==> src/hdl/assert_macros.svh <==
// Concurrent check macros; clk and rst_n are taken from the enclosing module.
`ifndef ASSERT_MACROS_SVH
`define ASSERT_MACROS_SVH

`ifndef NO_ASSERTIONS

`define PBA_ASSERT_IMPLY(lbl, ante, cons, msg) \
  lbl: assert property (@(posedge clk) disable iff (!rst_n) (ante) |-> (cons)) \
    else $error(msg);

`define PBA_ASSERT_NEXT(lbl, ante, cons, msg) \
  lbl: assert property (@(posedge clk) disable iff (!rst_n) (ante) |=> (cons)) \
    else $error(msg);

`else

`define PBA_ASSERT_IMPLY(lbl, ante, cons, msg)

`define PBA_ASSERT_NEXT(lbl, ante, cons, msg)

`endif

`endif

==> src/hdl/pba_find_first.sv <==
module pba_find_first #(
  parameter int W     = 64,
  parameter int IDX_W = 6
) (
  input  logic [W-1:0]     vec,
  output logic [IDX_W-1:0] idx,
  output logic             found
);

  // lowest set bit wins
  always_comb begin
    idx   = '0;
    found = |vec;
    for (int i = W - 1; i >= 0; i--) begin
      if (vec[i]) begin
        idx = IDX_W'(i);
      end
    end
  end

endmodule

==> config.mk <==
export PLATFORM = sky130hd
export DESIGN_NAME = pba_find_first
export DESIGN_NICKNAME = d
export VERILOG_FILES = /design/src/hdl/assert_macros.svh /design/src/hdl/pba_find_first.sv
export SDC_FILE = /design/constraint.sdc
export NUM_CORES = 1
export LEC_CHECK = 0
export BUFFER_PORTS_ARGS = -buffer_cell sky130_fd_sc_hd__buf_2
export CORE_ASPECT_RATIO = 0.9
export CORE_UTILIZATION = 38
export DETAILED_ROUTE_END_ITERATION = 16
export PLACE_DENSITY = 0.86
export SETUP_SLACK_MARGIN = 0.05
export SYNTH_ARGS = -nofsm -noshare
export SYNTH_HDL_FRONTEND = slang
export SYNTH_SLANG_ARGS = --single-unit
export TNS_END_PERCENT = 10
==> constraint.sdc <==
create_clock -name vclk -period 1.85
set_input_delay 0.37 -clock vclk [all_inputs]
set_output_delay 0.37 -clock vclk [all_outputs]
set_load 0.02 [all_outputs]
# Word-level counts from Yosys, hierarchy flattened
# Index checks and enable logic that the tools add are counted.
# op_classes
n_reduce_logical	1
mux	64
# op_table
operator	count
$mux W6	64
$reduce_or A64 Y1	1
# word_totals
out_inout_bits	7
reg_bits	0

# Longest topological paths before layout
# logic_depth
word_depth	64
depth_mapped	5

# Worst setup path after synthesis
# Ideal clock, no wire load.
# synth_path
path_kind	input to output
start	in vec[15]
end	out idx[5]
required_ps	1480
n_path_buf	0
cell_stages	4
setup_slack_ps	-408
t_arrival_ps	1888
cell_sequence	or4_4 -> nor2b_2 -> nand3_1 -> nor4_1
# synth_via
elab_chain_len	16
# synth_rtl
element	line_no	text
start: declaration	pba_find_first.sv:5	input logic [W-1:0] vec,
$mux W6 (16 in a row)	pba_find_first.sv:15	if (vec[i]) begin
end: declaration	pba_find_first.sv:6	output logic [IDX_W-1:0] idx,
# Every way passes these cells.

# Final worst setup path
# layout_path
start	in vec[62]
end	out found
# layout_via
elab_chain_len	1
# layout_rtl
element	line_no	text
$reduce_or A64 Y1	pba_find_first.sv:13	found = |vec;
end: declaration	pba_find_first.sv:7	output logic found
# Every way passes these cells.

==> qor.csv <==
stage,metric,value,unit
power,power_switching,0.000142,W
setup_path,start_kind,input port,
worst_hold_path,hp-class,in2out,
floorplan,io_pins,71,
setup_path,endpoint_kind,output port,
run_status,violations,setup timing,
sta,hold_viol,0,
final_layout,register_area,0,um2
routing,post-route-drc-count,0,
final_layout,diodes,0,
power,powerDensity,172,nW/um2
sta,layout_setup_ws,-375,ps
synth,yosys_warnings,0,
floorplan,dieWidth,52.9,um
synth,ys_seq_area_share,0,%
placement,port_buffers,71,
setup_path,crit_type,in2out,
grt,grt_start_max_net_pins,6,
placement,place_congestion,0.868,
setup_path,crit_arrival,1860,ps
worst_hold_path,hold_depth,5,
final_layout,n_sequential_cell,0,
power,clkPwrFrac,0,%
synth,syn_area_per_cell,6.12,um2
power,pwr-share-comb,100.0,%
power,cell_internal_pwr,0.000159,W
final_layout,stdcell_count,296,
power,vdd_ir_drop_max,147,uV
routing,first_pass_iters,4,
final_layout,syn2layout_area_growth,97.3,%
sta,slew_viol_final,0,
floorplan,die_h,47.8,um
setup_path,crit_required,1480,ps
grt,track_usage,30.4,%
placement,pre_cts_ws,-388,ps
sta,worst_pin_slew,427,ps
sta,period_needed,2230,ps
power,swShare,47.2,%
synth,syn_nets,209,
synth,postSynthCellCount,145,
worst_hold_path,min_from,vec[1],
final_layout,nClkBuffers,0,
final_layout,drive_above_1_share,52.8,%
sta,slew_headroom,71.3,%
routing,avgRoutedWirePerCell,12.9,um
routing,vias_per_cell,5.66,
routing,antenna_left,0,
grt,grt_pass1_vias,1583,
job,max_cap_violations,0,
placement,hpwl,3310,um
sta,fmax,449,MHz
run_status,outcome,"complete, but fails checks",
sta,rsz0062_at_grt,yes,
power,power_frac_seq,0,%
worst_hold_path,whs_endpoint,idx[5],
floorplan,rows,16,
synth,synth_area,887,um2
synth,synth_cell_types,40,
floorplan,start_util,40.7,%
grt,grt_pass1_wl,5890,um
floorplan,core_area,2180,um2
floorplan,die_area,2530,um2
power,p_leak,0.797,nW
grt,grt_overflow,0,
sta,setup_violations,7,
final_layout,fin_nets,335,
sta,fin_crit_sh,120,%
routing,drt-total-wl,3800,um
grt,antenna_found_initial,0,
setup_path,cp_max_fo,3,
placement,placedCellCount,296,
routing,routed-via-count,1674,
routing,drt_iter0_drc,39,
[final cells by class]
| cell class | count | area (um2) |
|---|---|---|
| Timing Repair Buffer | 124 | 764 |
| Tap cell | 27 | 33.8 |
| Inverter | 10 | 37.5 |
| Fill cell | 167 | 432 |
| Multi-Input combinational cell | 135 | 915 |
[routing by layer]
metal	global-route usage, %	share of wire (%)	vias up
met5	0	0	-
met3	2.54	6.1	12
met2	62.5	51	80
met4	10.5	2.1	0
li1	-	-	826
met1	33.0	41	756
[Yosys cell counts (3+ instances only)]
cell      instances  area share [%]
o211ai_1          4             3.4
nand2b_1          4             2.8
nor3_1           12             6.8
o31ai_1           3             2.5
nor2b_1           4             2.8
o21a_1            3             2.5
or4_1             3             2.5
inv_1            10             4.2
or3_1             3             2.1
nand2_1           9             3.8
nor4_1           16              11
nand3_1           6             3.4
a21oi_1          10             5.6
o21ai_0           6             3.4
nor2_1           19             8.0
o21bai_1          3             2.5
[worst max-delay path by stage]
stage,from,end,slack [ps]
floorplan,vec[62],found,-160
global placement,vec[62],found,-330
detailed placement,vec[62],found,-390
CTS,vec[62],found,-390
global route,vec[62],found,-470
finish,vec[62],found,-380
[worst max-delay path, stage by stage]
cell      delay, ps
buf_6            90
or4_4           560
nor4b_4         300
nand3_2         140
nor2_4          130
nand3b_1        100
buf_2           170
[power groups by stage]
stage	registers [W]	logic [W]	clock network [W]
after floorplan	0	0.0000755	0
final	0	0.000300	0
after global routing	0	0.000325	0
after global placement	0	0.000275	0
after CTS	0	0.000289	0
after detailed placement	0	0.000286	0
[per-stage QoR]
stage	util (%)	setup TNS, ps	hold WS (ps)	total power, W	instance area [um2]
after floorplan	-	-643	912	0.0000755	915
after global routing	80.2	-2640	1240	0.000325	1750
final	80.2	-2010	1190	0.000300	1750
after detailed placement	78.0	-2220	1230	0.000286	1700
after global placement	78.0	-2070	1210	0.000275	1700
after CTS	78.8	-2130	1200	0.000289	1720
[cells in the final DEF, fill, tap and decap left out, types with 2 or more instances in the layout]
cell type  count
a21boi_1       2
a21oi_1        9
a31oi_1        2
buf_2         68
buf_4         55
inv_1         10
nand2_1        9
nand2b_1       4
nand3_1        5
nand3_2        2
nor2_1        18
nor2b_1        3
nor2b_2        2
nor3_1        11
nor4_1        14
nor4_4         3
o211ai_1       4
o21a_1         3
o21ai_0        6
o21bai_1       3
o31ai_1        3
or3_1          3
or4_1          3
or4_4          2
[kinds of logic (layout without fill, tap and decap cells)]
logic type,Yosys count,in the layout,share of synthesized area [%]
and+or+nand+nor,88,88,59.4
buffers and inverters,10,134,4.23
AOI/OAI and AO/OA,47,47,36.4
[timing repair]
action,CTS,global route
pin swaps,0,2
hold buffers,0,0
setup buffers,0,0
endpoints found under the setup margin,7,7
gates resized for setup,5,7
No activity file was read; power rests on OpenSTA's default activity.
